File: src/hw/rtl/keyboard_port_event_responder_assert.svh
// ----------------------------------------------------------------------------
// Assertion macros for the keyboard port event responder
// Each macro builds one labeled concurrent assertion on clk, disabled in rst.
// ----------------------------------------------------------------------------
`ifndef KEYBOARD_PORT_EVENT_RESPONDER_ASSERT_SVH
`define KEYBOARD_PORT_EVENT_RESPONDER_ASSERT_SVH

// The consequent must hold in the same cycle as the antecedent.
`define KPER_ASSERT_NOW(label, ante, cons, msg) \
  label: assert property (@(posedge clk) disable iff (rst) (ante) |-> (cons)) \
    else $error(msg);

// The consequent must hold in the cycle after the antecedent.
`define KPER_ASSERT_NEXT(label, ante, cons, msg) \
  label: assert property (@(posedge clk) disable iff (rst) (ante) |=> (cons)) \
    else $error(msg);

`endif

File: src/hw/rtl/kper_pkg.sv
// ----------------------------------------------------------------------------
// kper_pkg
// Shared types and constants of the keyboard port event responder.
// ----------------------------------------------------------------------------
package kper_pkg;

  // Item kinds.
  localparam logic [1:0] KIND_KEY      = 2'd0;
  localparam logic [1:0] KIND_BUS      = 2'd1;
  localparam logic [1:0] KIND_DESELECT = 2'd2;

  localparam int NUM_KEYS = 256;
  localparam int EVENT_W  = 9;

  // Bus bytes and set-2 scan code bytes.
  localparam logic [7:0] BYTE_IDLE     = 8'hFF;
  localparam logic [7:0] BYTE_ID       = 8'h96;
  localparam logic [7:0] BYTE_MARK     = 8'h5A;
  localparam logic [7:0] BYTE_EXT      = 8'hE0;
  localparam logic [7:0] BYTE_BREAK    = 8'hF0;
  localparam logic [7:0] CMD_SELECT    = 8'h01;
  localparam logic [7:0] CMD_POLL      = 8'h42;

  localparam logic [3:0] FRAME_LAST = 4'd14;

  typedef struct packed {
    logic       en;
    logic [7:0] addr;
    logic       data;
  } map_wr_t;

  typedef struct packed {
    logic               push;
    logic [EVENT_W-1:0] push_data;
    logic               pop;
  } fifo_ctl_t;

  typedef struct packed {
    logic empty;
    logic full;
  } fifo_sts_t;

endpackage

File: src/hw/rtl/kper_item_if.sv
// ----------------------------------------------------------------------------
// kper_item_if
// Input channel: one key change, bus byte or deselect item per handshake.
// ----------------------------------------------------------------------------
interface kper_item_if;
  logic       valid;
  logic       ready;
  logic [1:0] kind;
  logic [7:0] key_code;
  logic       key_pressed;
  logic [7:0] bus_byte;

  modport source (output valid, kind, key_code, key_pressed, bus_byte, input ready);
  modport sink   (input valid, kind, key_code, key_pressed, bus_byte, output ready);
endinterface

File: src/hw/rtl/kper_result_if.sv
// ----------------------------------------------------------------------------
// kper_result_if
// Output channel: the reply byte and acknowledge of one bus exchange.
// ----------------------------------------------------------------------------
interface kper_result_if;
  logic       valid;
  logic       ready;
  logic [7:0] tx_byte;
  logic       ack;

  modport source (output valid, tx_byte, ack, input ready);
  modport sink   (input valid, tx_byte, ack, output ready);
endinterface

File: src/hw/rtl/keyboard_port_event_responder.sv
// ----------------------------------------------------------------------------
// keyboard_port_event_responder: a bus item's reply passes the stage 1 and output registers.
// Throughput one item per cycle; input stalls only while a reply waits untaken.
// Reset clears control state at once; no clearing pass (map has written bits).
// ----------------------------------------------------------------------------
`include "keyboard_port_event_responder_assert.svh"

// Structure
//   Stage 0 is the input handshake itself. An accepted item issues its read of
//   the key-down map RAM at that edge and lands in the stage 1 register.
//   Stage 1 holds one item together with the map bit that it read. Every item
//   is finished in stage 1, strictly in order, so that the event queue count
//   seen by a poll command includes every key change accepted before it.
//   A bus item in stage 1 writes its reply into the output register; it waits
//   there only when that register still holds a reply the host has not taken.
//
// Key items
//   A key item compares the stored bit with its own state. On a real press or
//   release edge it writes the map and pushes {pressed, code} into the event
//   queue; the queue drops the event when it is full.
//
// Bus items
//   Idle answers FF and moves to selected on a select command. Selected
//   answers FF until a poll command, which pops one event (if any) and answers
//   96 with ack. The popped event is read into the queue RAM's output register
//   always in time for the frame byte that needs it (the length byte at
//   index 3), and it stays on the RAM read port until the next poll. Each
//   further byte advances the frame index; the byte at the last index is sent
//   without ack and the port returns to idle. A deselect item returns to idle.
module keyboard_port_event_responder #(
  parameter int QUEUE_DEPTH = 32
) (
  input  logic                 clk,
  input  logic                 rst,
  kper_item_if.sink            item,
  kper_result_if.source        result
);

  typedef enum logic [1:0] {
    PH_IDLE,
    PH_SELECTED,
    PH_RESPONDING
  } phase_t;

  // Stage 1 register.
  logic       s1_valid;
  logic [1:0] s1_kind;
  logic [7:0] s1_code;
  logic       s1_pressed;
  logic [7:0] s1_byte;
  logic       s1_retire;
  logic       accept;

  // Port machine and output register.
  phase_t     phase;
  phase_t     phase_next;
  logic [3:0] frame_index;
  logic [3:0] frame_index_next;
  logic       has_ev;
  logic       has_ev_next;
  logic       out_valid;
  logic [7:0] tx_byte;
  logic [7:0] tx_byte_next;
  logic       ack;
  logic       ack_next;
  logic [3:0] step_index;

  // Links to the map and the queue.
  logic                           old_bit;
  kper_pkg::map_wr_t              map_wr;
  kper_pkg::fifo_ctl_t            fifo_ctl;
  kper_pkg::fifo_sts_t            fifo_sts;
  logic [kper_pkg::EVENT_W-1:0]   ev;

  // Byte of the reply frame at a given index, built from the popped event.
  function automatic logic [7:0] frame_byte(
    input logic [3:0]                   idx,
    input logic                         present,
    input logic [kper_pkg::EVENT_W-1:0] evt
  );
    logic       ext;
    logic       down;
    logic [7:0] code;
    logic [1:0] len;
    logic [7:0] b0;
    logic [7:0] b1;
    logic [7:0] b2;
    ext  = evt[7];
    down = evt[8];
    code = {1'b0, evt[6:0]};
    len  = 2'd1 + {1'b0, ext} + {1'b0, ~down};
    if (ext) begin
      b0 = kper_pkg::BYTE_EXT;
      b1 = down ? code : kper_pkg::BYTE_BREAK;
      b2 = down ? 8'h00 : code;
    end else begin
      b0 = down ? code : kper_pkg::BYTE_BREAK;
      b1 = down ? 8'h00 : code;
      b2 = 8'h00;
    end
    case (idx)
      4'd1:    frame_byte = kper_pkg::BYTE_ID;
      4'd2:    frame_byte = kper_pkg::BYTE_MARK;
      4'd3:    frame_byte = present ? {6'd0, len} : 8'h00;
      4'd4:    frame_byte = present ? b0 : 8'h00;
      4'd5:    frame_byte = present ? b1 : 8'h00;
      4'd6:    frame_byte = present ? b2 : 8'h00;
      default: frame_byte = 8'h00;
    endcase
  endfunction

  // Handshake. Only a bus item can hold stage 1, and only behind a full
  // output register that the host is not draining.
  assign s1_retire = s1_valid &&
                     (s1_kind != kper_pkg::KIND_BUS || !out_valid || result.ready);
  assign item.ready = !s1_valid || s1_retire;
  assign accept     = item.valid && item.ready;

  assign result.valid   = out_valid;
  assign result.tx_byte = tx_byte;
  assign result.ack     = ack;

  always_ff @(posedge clk) begin
    if (rst) begin
      s1_valid <= 1'b0;
    end else if (accept) begin
      s1_valid <= 1'b1;
    end else if (s1_retire) begin
      s1_valid <= 1'b0;
    end
  end

  always_ff @(posedge clk) begin
    if (accept) begin
      s1_kind    <= item.kind;
      s1_code    <= item.key_code;
      s1_pressed <= item.key_pressed;
      s1_byte    <= item.bus_byte;
    end
  end

  kper_key_map u_key_map (
    .clk    (clk),
    .rst    (rst),
    .rd_en  (accept),
    .rd_addr(item.key_code),
    .wr     (map_wr),
    .old_bit(old_bit)
  );

  kper_event_fifo #(
    .DEPTH(QUEUE_DEPTH)
  ) u_event_fifo (
    .clk  (clk),
    .rst  (rst),
    .ctl  (fifo_ctl),
    .sts  (fifo_sts),
    .rdata(ev)
  );

  // Key change: write the map and queue the edge.
  always_comb begin
    map_wr.en   = s1_valid && s1_kind == kper_pkg::KIND_KEY && (old_bit != s1_pressed);
    map_wr.addr = s1_code;
    map_wr.data = s1_pressed;

    fifo_ctl.push      = map_wr.en;
    fifo_ctl.push_data = {s1_pressed, s1_code};
    fifo_ctl.pop       = s1_retire && s1_kind == kper_pkg::KIND_BUS &&
                         phase == PH_SELECTED && s1_byte == kper_pkg::CMD_POLL &&
                         !fifo_sts.empty;
  end

  // Port machine for the item in stage 1.
  always_comb begin
    phase_next       = phase;
    frame_index_next = frame_index;
    has_ev_next      = has_ev;
    tx_byte_next     = kper_pkg::BYTE_IDLE;
    ack_next         = 1'b0;
    step_index       = (frame_index < kper_pkg::FRAME_LAST) ?
                       frame_index + 4'd1 : frame_index;
    case (s1_kind)
      kper_pkg::KIND_BUS: begin
        case (phase)
          PH_SELECTED: begin
            if (s1_byte == kper_pkg::CMD_POLL) begin
              has_ev_next      = !fifo_sts.empty;
              frame_index_next = 4'd1;
              tx_byte_next     = kper_pkg::BYTE_ID;
              ack_next         = 1'b1;
              phase_next       = PH_RESPONDING;
            end
          end
          PH_RESPONDING: begin
            frame_index_next = step_index;
            tx_byte_next     = frame_byte(step_index, has_ev, ev);
            if (step_index >= kper_pkg::FRAME_LAST) begin
              phase_next = PH_IDLE;
            end else begin
              ack_next = 1'b1;
            end
          end
          default: begin
            phase_next = PH_IDLE;
            if (s1_byte == kper_pkg::CMD_SELECT) begin
              phase_next = PH_SELECTED;
              ack_next   = 1'b1;
            end
          end
        endcase
      end
      kper_pkg::KIND_DESELECT: begin
        phase_next       = PH_IDLE;
        frame_index_next = 4'd0;
      end
      default: begin
      end
    endcase
  end

  always_ff @(posedge clk) begin
    if (rst) begin
      phase       <= PH_IDLE;
      frame_index <= 4'd0;
      has_ev      <= 1'b0;
      out_valid   <= 1'b0;
    end else begin
      if (s1_retire) begin
        phase       <= phase_next;
        frame_index <= frame_index_next;
        has_ev      <= has_ev_next;
      end
      if (s1_retire && s1_kind == kper_pkg::KIND_BUS) begin
        out_valid <= 1'b1;
        tx_byte   <= tx_byte_next;
        ack       <= ack_next;
      end else if (result.ready) begin
        out_valid <= 1'b0;
      end
    end
  end

  // A stalled input always traces back to a waiting reply.
  `KPER_ASSERT_NOW(a_stall_cause, !item.ready, s1_valid && s1_kind == kper_pkg::KIND_BUS && out_valid && !result.ready, "input stalled without a waiting reply")
  // A pop happens only when a frame starts, and that frame carries an event.
  `KPER_ASSERT_NEXT(a_pop_starts_frame, fifo_ctl.pop, phase == PH_RESPONDING && frame_index == 4'd1 && has_ev, "event popped outside frame start")
  // While responding the frame index stays strictly inside the frame.
  `KPER_ASSERT_NOW(a_resp_index, phase == PH_RESPONDING, frame_index >= 4'd1 && frame_index < kper_pkg::FRAME_LAST, "frame index out of range while responding")

endmodule

File: src/hw/rtl/kper_ram.sv
// ----------------------------------------------------------------------------
// kper_ram
// Generic single-write, single-read RAM with a registered read port.
// ----------------------------------------------------------------------------
module kper_ram #(
  parameter int WIDTH = 8,
  parameter int DEPTH = 256
) (
  input  logic                                   clk,
  input  logic                                   we,
  input  logic [(DEPTH > 1 ? $clog2(DEPTH) : 1)-1:0] waddr,
  input  logic [WIDTH-1:0]                       wdata,
  input  logic                                   re,
  input  logic [(DEPTH > 1 ? $clog2(DEPTH) : 1)-1:0] raddr,
  output logic [WIDTH-1:0]                       rdata
);

  logic [WIDTH-1:0] mem [DEPTH];

  // A read of the address being written returns the old contents.
  always_ff @(posedge clk) begin
    if (we) begin
      mem[waddr] <= wdata;
    end
    if (re) begin
      rdata <= mem[raddr];
    end
  end

endmodule

File: src/hw/rtl/kper_key_map.sv
// ----------------------------------------------------------------------------
// kper_key_map
// Key-down map in RAM with per-key written bits and one-deep write forwarding.
// ----------------------------------------------------------------------------
module kper_key_map (
  input  logic              clk,
  input  logic              rst,
  input  logic              rd_en,
  input  logic [7:0]        rd_addr,
  input  kper_pkg::map_wr_t wr,
  output logic              old_bit
);

  logic [kper_pkg::NUM_KEYS-1:0] written;
  logic                          rdata;
  logic [7:0]                    addr_q;
  logic                          vld_q;
  logic                          fwd_en;
  logic [7:0]                    fwd_addr;
  logic                          fwd_data;

  kper_ram #(
    .WIDTH(1),
    .DEPTH(kper_pkg::NUM_KEYS)
  ) u_map_ram (
    .clk  (clk),
    .we   (wr.en),
    .waddr(wr.addr),
    .wdata(wr.data),
    .re   (rd_en),
    .raddr(rd_addr),
    .rdata(rdata)
  );

  // The read is issued at the same edge as the previous item's write, so that
  // write is forwarded; a key never written reads as up.
  always_ff @(posedge clk) begin
    if (rst) begin
      written <= '0;
      fwd_en  <= 1'b0;
    end else begin
      if (wr.en) begin
        written[wr.addr] <= 1'b1;
      end
      if (rd_en) begin
        fwd_en <= wr.en;
      end
    end
  end

  always_ff @(posedge clk) begin
    if (rd_en) begin
      addr_q   <= rd_addr;
      vld_q    <= written[rd_addr];
      fwd_addr <= wr.addr;
      fwd_data <= wr.data;
    end
  end

  always_comb begin
    if (fwd_en && fwd_addr == addr_q) begin
      old_bit = fwd_data;
    end else begin
      old_bit = vld_q & rdata;
    end
  end

endmodule

File: src/hw/rtl/kper_event_fifo.sv
// ----------------------------------------------------------------------------
// kper_event_fifo
// Key event queue in RAM; pushes into a full queue are dropped.
// ----------------------------------------------------------------------------
module kper_event_fifo #(
  parameter int DEPTH = 32
) (
  input  logic                           clk,
  input  logic                           rst,
  input  kper_pkg::fifo_ctl_t            ctl,
  output kper_pkg::fifo_sts_t            sts,
  output logic [kper_pkg::EVENT_W-1:0]   rdata
);

  localparam int AW = DEPTH > 1 ? $clog2(DEPTH) : 1;
  localparam int CW = $clog2(DEPTH + 1);

  logic [AW-1:0] head;
  logic [CW-1:0] count;
  logic [CW:0]   sum;
  logic [AW-1:0] tail;
  logic          push_ok;
  logic          pop_ok;

  assign sts.empty = (count == '0);
  assign sts.full  = (count == CW'(DEPTH));
  assign push_ok   = ctl.push && !sts.full;
  assign pop_ok    = ctl.pop && !sts.empty;

  // head + count stays below twice the depth, so one subtract wraps it.
  always_comb begin
    sum = (CW + 1)'(head) + (CW + 1)'(count);
    if (sum >= (CW + 1)'(DEPTH)) begin
      tail = AW'(sum - (CW + 1)'(DEPTH));
    end else begin
      tail = AW'(sum);
    end
  end

  kper_ram #(
    .WIDTH(kper_pkg::EVENT_W),
    .DEPTH(DEPTH)
  ) u_fifo_ram (
    .clk  (clk),
    .we   (push_ok),
    .waddr(tail),
    .wdata(ctl.push_data),
    .re   (pop_ok),
    .raddr(head),
    .rdata(rdata)
  );

  always_ff @(posedge clk) begin
    if (rst) begin
      head  <= '0;
      count <= '0;
    end else begin
      if (push_ok) begin
        count <= count + 1'b1;
      end else if (pop_ok) begin
        count <= count - 1'b1;
        if (head == AW'(DEPTH - 1)) begin
          head <= '0;
        end else begin
          head <= head + 1'b1;
        end
      end
    end
  end

endmodule

File: src/flat_wrapper.sv
// flat-port wrapper written by rule: the top's interface ports become plain ports
module keyboard_port_event_responder_flat 
#(
  parameter int QUEUE_DEPTH = 32
)
  (clk, rst, item_valid, item_kind, item_key_code, item_key_pressed, item_bus_byte, item_ready, result_valid, result_tx_byte, result_ack, result_ready);
  kper_item_if item_i ();
  kper_result_if result_i ();
  input  logic clk;
  input  logic rst;
  input wire logic [$bits(item_i.valid)-1:0] item_valid;
  input wire logic [$bits(item_i.kind)-1:0] item_kind;
  input wire logic [$bits(item_i.key_code)-1:0] item_key_code;
  input wire logic [$bits(item_i.key_pressed)-1:0] item_key_pressed;
  input wire logic [$bits(item_i.bus_byte)-1:0] item_bus_byte;
  output wire logic [$bits(item_i.ready)-1:0] item_ready;
  output wire logic [$bits(result_i.valid)-1:0] result_valid;
  output wire logic [$bits(result_i.tx_byte)-1:0] result_tx_byte;
  output wire logic [$bits(result_i.ack)-1:0] result_ack;
  input wire logic [$bits(result_i.ready)-1:0] result_ready;
  assign item_i.valid = item_valid;
  assign item_i.kind = item_kind;
  assign item_i.key_code = item_key_code;
  assign item_i.key_pressed = item_key_pressed;
  assign item_i.bus_byte = item_bus_byte;
  assign item_ready = item_i.ready;
  assign result_valid = result_i.valid;
  assign result_tx_byte = result_i.tx_byte;
  assign result_ack = result_i.ack;
  assign result_i.ready = result_ready;
  keyboard_port_event_responder #(.QUEUE_DEPTH(QUEUE_DEPTH)) u_core (.clk(clk), .rst(rst), .item(item_i), .result(result_i));
endmodule
File: config.mk
export PLATFORM = sky130hd
export DESIGN_NAME = keyboard_port_event_responder_flat
export DESIGN_NICKNAME = d
export VERILOG_FILES = /design/src/hw/rtl/kper_pkg.sv /design/src/hw/rtl/kper_item_if.sv /design/src/hw/rtl/kper_result_if.sv /design/src/hw/rtl/keyboard_port_event_responder.sv /design/src/hw/rtl/kper_ram.sv /design/src/hw/rtl/kper_key_map.sv /design/src/hw/rtl/kper_event_fifo.sv /design/src/flat_wrapper.sv
export VERILOG_INCLUDE_DIRS = /design/src /design/src/hw/rtl
export SDC_FILE = /design/constraint.sdc
export NUM_CORES = 1
export LEC_CHECK = 0
export BUFFER_PORTS_ARGS = -buffer_cell sky130_fd_sc_hd__buf_2
export CAP_MARGIN = 25
export CORE_UTILIZATION = 60
export DETAILED_ROUTE_END_ITERATION = 10
export PLACE_DENSITY = 0.76
export SLEW_MARGIN = 0
export SYNTH_ARGS = -nofsm -noshare
export SYNTH_HDL_FRONTEND = slang
export SYNTH_SLANG_ARGS = --single-unit
File: constraint.sdc
create_clock -name clk -period 13.41 [get_ports clk]
set_input_delay 2.682 -clock clk [delete_from_list [all_inputs] [get_ports clk]]
set_output_delay 2.682 -clock clk [all_outputs]
set_load 0.05 [all_outputs]
==> impl_metrics.csv <==
group,metric,value,unit
critical_path,cp_max_fo,5,
yosys,synth_compound_area_share,9.36,%
yosys,synth_cell_type_count,64,
sta,fmax,160,MHz
sta,clock_skew,0.0209,ns
floorplan,initial_utilization,60.8,%
drt,drtIter0Drc,2201,
cts,tritoncts,"yes",
worst_hold_path,worstHoldStart,"u_core.u_key_map.written[186]",
critical_path,cp.required,10.73,ns
global_route,groute.usage.overall,28.5,%
sta,worst_pin_slew,1.31,ns
drt,vias,21738,
cts,clockRootBuffer,"clkbuf_16",
sta,slew_headroom,12.5,%
critical_path,path_cells,"buf_2 -> nand2b_1 -> or2_2 -> buf_2",
yosys,syn-num-nets,2495,
outcome,status,"finished, final reports clean",
placed_design,dp_cells,3103,
drt,wl_per_cell,26.1,um
critical_path,start_kind,"input pin",
flow_run,cap_viol_max_count,0,
final_layout,antennaDiodeCount,0,
cts,htreeDepth,3,
worst_hold_path,hold_depth,1,
global_route,grt_pass1_wl,131000,um
sta,fin_crit_sh,46.7,%
cts,ctsResizeCount,0,
sta,slew_violations,0,
yosys,yosys_warnings,0,
placed_design,gp_congestion,0.860,
yosys,ys_seq_elements,869,
yosys,synth_top_family_by_area,"multiplexers",
critical_path,critical_path_arrival,3.59,ns
pwr,p_leak,12.5,nW
drt,detail-route-antenna-nets,0,
sta,setup_viol,0,
worst_hold_path,min_to,"u_core.u_key_map.written[186]",
pwr,cellInternalPower,0.00442,W
sta,rsz0062_at_grt,"no",
floorplan,coreArea,59000,um^2
drt,via_per_inst,6.65,
sta,fin_ws,7.14,ns
yosys,ys_seq_area_share,65.0,%
final_layout,area_growth,10.4,%
final_layout,stdcell_count,3267,
yosys,synth_edf_count,592,
cts,clk_latency,0.64,ns
final_layout,final_cell_area,39600,um^2
yosys,syn_inst,2451,
global_route,grt_pass1_vias,21901,
cts,cts_hold_buf,0,
critical_path,r2r_end,"u_core.u_event_fifo.count[5]",
sta,finalHoldViolCount,0,
critical_path,crit_top_cell,"buf_2",
drt,routed_wl,85400,um
drt,drtPass1Iterations,8,
yosys,synthMuxAreaShare,14.3,%
floorplan,dieArea,60800,um^2
pwr,p_switching,0.00115,W
cts,clk_pin_slew,0.06,ns
pwr,seqPwrFrac,51.5,%
floorplan,rows,89,
critical_path,reg2reg_from,"u_core.s1_code[3]",
cts,cts_buffers,87,
pwr,p_comb_share,3.5,%
critical_path,rr_worst_depth,15,
sta,finalSetupTns,0,ns
yosys,synth_ff_type,"edfxtp_1",
yosys,syn_area,35900,um^2
floorplan,die_x,247,um
global_route,antenna_found_initial,0,
yosys,syn_area_per_cell,14.6,um^2
critical_path,path_class,"in -> out",
placed_design,io_buffers,33,
yosys,synth_xor_area_share,0.439,%
final_layout,drive_gt1_share,17.9,%
critical_path,crit_path_top_delay_cell,"or2_2",
placed_design,place_area,36700,um^2
sta,min_period,6.27,ns
pwr,ir_drop,0.000124,V
placed_design,hpwl,48300,um
floorplan,fp.dieH,247,um
pwr,switching_share,20.7,%
global_route,globalRouteOverflowTotal,0,
pwr,clkPwrFrac,45.0,%
floorplan,io_pins,34,
placed_design,preCtsSetupSlack,7.08,ns
cts,max-clock-path-buffers,3,
yosys,async_flop_share,0,%
yosys,synth-adder-area-share,0.774,%
final_layout,fin_nets,2466,
pwr,power.density,141,nW/um^2
critical_path,r2r_setup_slack,8.59,ns
cts,cts.sinks,869,
cts,postCtsSetupBuffers,0,
yosys,yosys.area_share.simple,7.31,%
worst_hold_path,min_path_type,"reg -> reg",
global_route,grt_max_degree,294,
pwr,power,0.00557,W
drt,drc_errors,0,
critical_path,cp-end-kind,"primary output",
critical_path,slowest_delay,0.37,ns
final_layout,num-fill-cells,3908,
==> synthesized netlist by cell type (all sizes together), types with 3 or more instances <==
library cell,count,area [um^2]
mux2i,109,1090
buf,76,408
xnor2,8,70.1
nor3b,6,50.1
inv,23,86.3
nand3b,3,22.5
nor3,33,176
or4,6,48.8
nor4,16,106
nand3,36,220
and3,6,37.5
nand4,12,75.1
nor2,322,1210
nand2b,8,50.1
and2,5,31.3
a211oi,4,30.0
dfxtp,277,5550
xor2,10,87.6
or2,19,119
o2bb2ai,256,2240
mux4,174,3920
o211ai,5,42.5
ha,19,238
o21ai,40,200
a21oi,54,270
a31oi,10,62.6
clkbuf,137,527
or3,8,50.1
mux2,12,135
o31ai,5,37.5
o221ai,6,52.6
edfxtp,592,17800
a21o,4,30.0
o22ai,38,238
nand2,68,255
a21boi,3,22.5
nor2b,21,131
==> routing by layer <==
| metal | up-vias | GRT usage (%) | routed length, um |
|---|---|---|---|
| li1 | 9442 | - | - |
| met4 | 0 | 11.1 | 3120 |
| met2 | 1035 | 47.4 | 42500 |
| met5 | - | 0 | 0 |
| met1 | 11055 | 37.3 | 33200 |
| met3 | 206 | 5.14 | 6600 |
==> worst max-delay path: cells and delay by family <==
family                 cells  cell delay [ns]
buffers and inverters      2             0.33
and+or+nand+nor            2             0.58
==> worst max-delay path by stage <==
stage                            startpoint                               end  cells after the start
after floorplan           u_core.s1_pressed      u_core.u_event_fifo.count[5]                     12
after global placement     item_key_code[0]  u_core.u_key_map.u_map_ram.rdata                      7
after detailed placement   item_key_code[0]  u_core.u_key_map.u_map_ram.rdata                      7
after CTS                      result_ready                        item_ready                      4
after global routing           result_ready                        item_ready                      4
final                          result_ready                        item_ready                      4
==> power groups by stage <==
| stage | sequential [W] | combinational, W | clock (W) |
|---|---|---|---|
| 4_1_cts | 0.00287 | 0.000193 | 0.00253 |
| 2_1_floorplan | 0.00294 | 0.000117 | 0 |
| 3_5_place_dp | 0.00293 | 0.000193 | 0 |
| 6_report | 0.00287 | 0.000197 | 0.00251 |
| 5_1_grt | 0.00287 | 0.000208 | 0.00263 |
| 3_3_place_gp | 0.00293 | 0.000186 | 0 |
==> metrics by stage <==
step	utilization, %	hold WS [ns]
2_1_floorplan	-	0.427
3_3_place_gp	62.0	0.439
3_5_place_dp	62.1	0.441
4_1_cts	67.1	0.459
5_1_grt	67.2	0.471
6_report	67.2	0.454
==> registers in the layout, indices dropped and copies added (netlist names), 2 cells and up <==
register                              cells
u_core.u_event_fifo.u_fifo_ram.mem      288
u_core.u_key_map.u_map_ram.mem          256
u_core.u_key_map.written                256
u_core.u_event_fifo.u_fifo_ram.rdata      9
u_core.result.tx_byte                     8
u_core.s1_byte                            8
u_core.s1_code                            8
u_core.u_key_map.fwd_addr                 8
u_core.u_event_fifo.count                 6
u_core.u_event_fifo.head                  5
u_core.frame_index                        4
u_core.phase                              2
u_core.s1_kind                            2
==> cell families after synthesis <==
group	count (synthesis)
AO/OA/AOI/OAI	440
XOR/XNOR	18
adder cells (fa/ha/maj)	21
buffers and inverters	236
flip-flops	869
multiplexers	295
AND/OR/NAND/NOR	572
==> cell usage in the layout (no fill, tap or decap), drive strengths merged, types with 5 or more instances in the layout <==
master | Yosys | layout
a21oi | 54 | 54
a31oi | 10 | 10
and2 | 5 | 5
and3 | 6 | 6
buf | 76 | 94
bufinv | 0 | 13
clkbuf | 137 | 116
clkinv | 0 | 27
dfxtp | 277 | 277
edfxtp | 592 | 592
ha | 19 | 19
inv | 23 | 25
mux2 | 12 | 12
mux2i | 109 | 109
mux4 | 174 | 174
nand2 | 68 | 68
nand2b | 8 | 8
nand3 | 36 | 36
nand4 | 12 | 12
nor2 | 322 | 322
nor2b | 21 | 21
nor3 | 33 | 33
nor3b | 6 | 6
nor4 | 16 | 16
o211ai | 5 | 5
o21ai | 40 | 40
o221ai | 6 | 6
o22ai | 38 | 38
o2bb2ai | 256 | 256
o31ai | 5 | 5
or2 | 19 | 19
or3 | 8 | 8
or4 | 6 | 6
xnor2 | 8 | 8
xor2 | 10 | 10
==> cell type report <==
type / instances / area, um^2 / share of cell area (%)
sequential: 869 / 23300 / 58.8
timing repair buffer: 95 / 741 / 1.87
clock inverter: 46 / 567 / 1.43
clock buffer: 115 / 2380 / 5.99
multi-input combinational: 1346 / 11600 / 29.2
inverter: 23 / 91.3 / 0.230
tap: 773 / 967 / 2.44
Note: power is estimated with default switching activity, not from simulation.
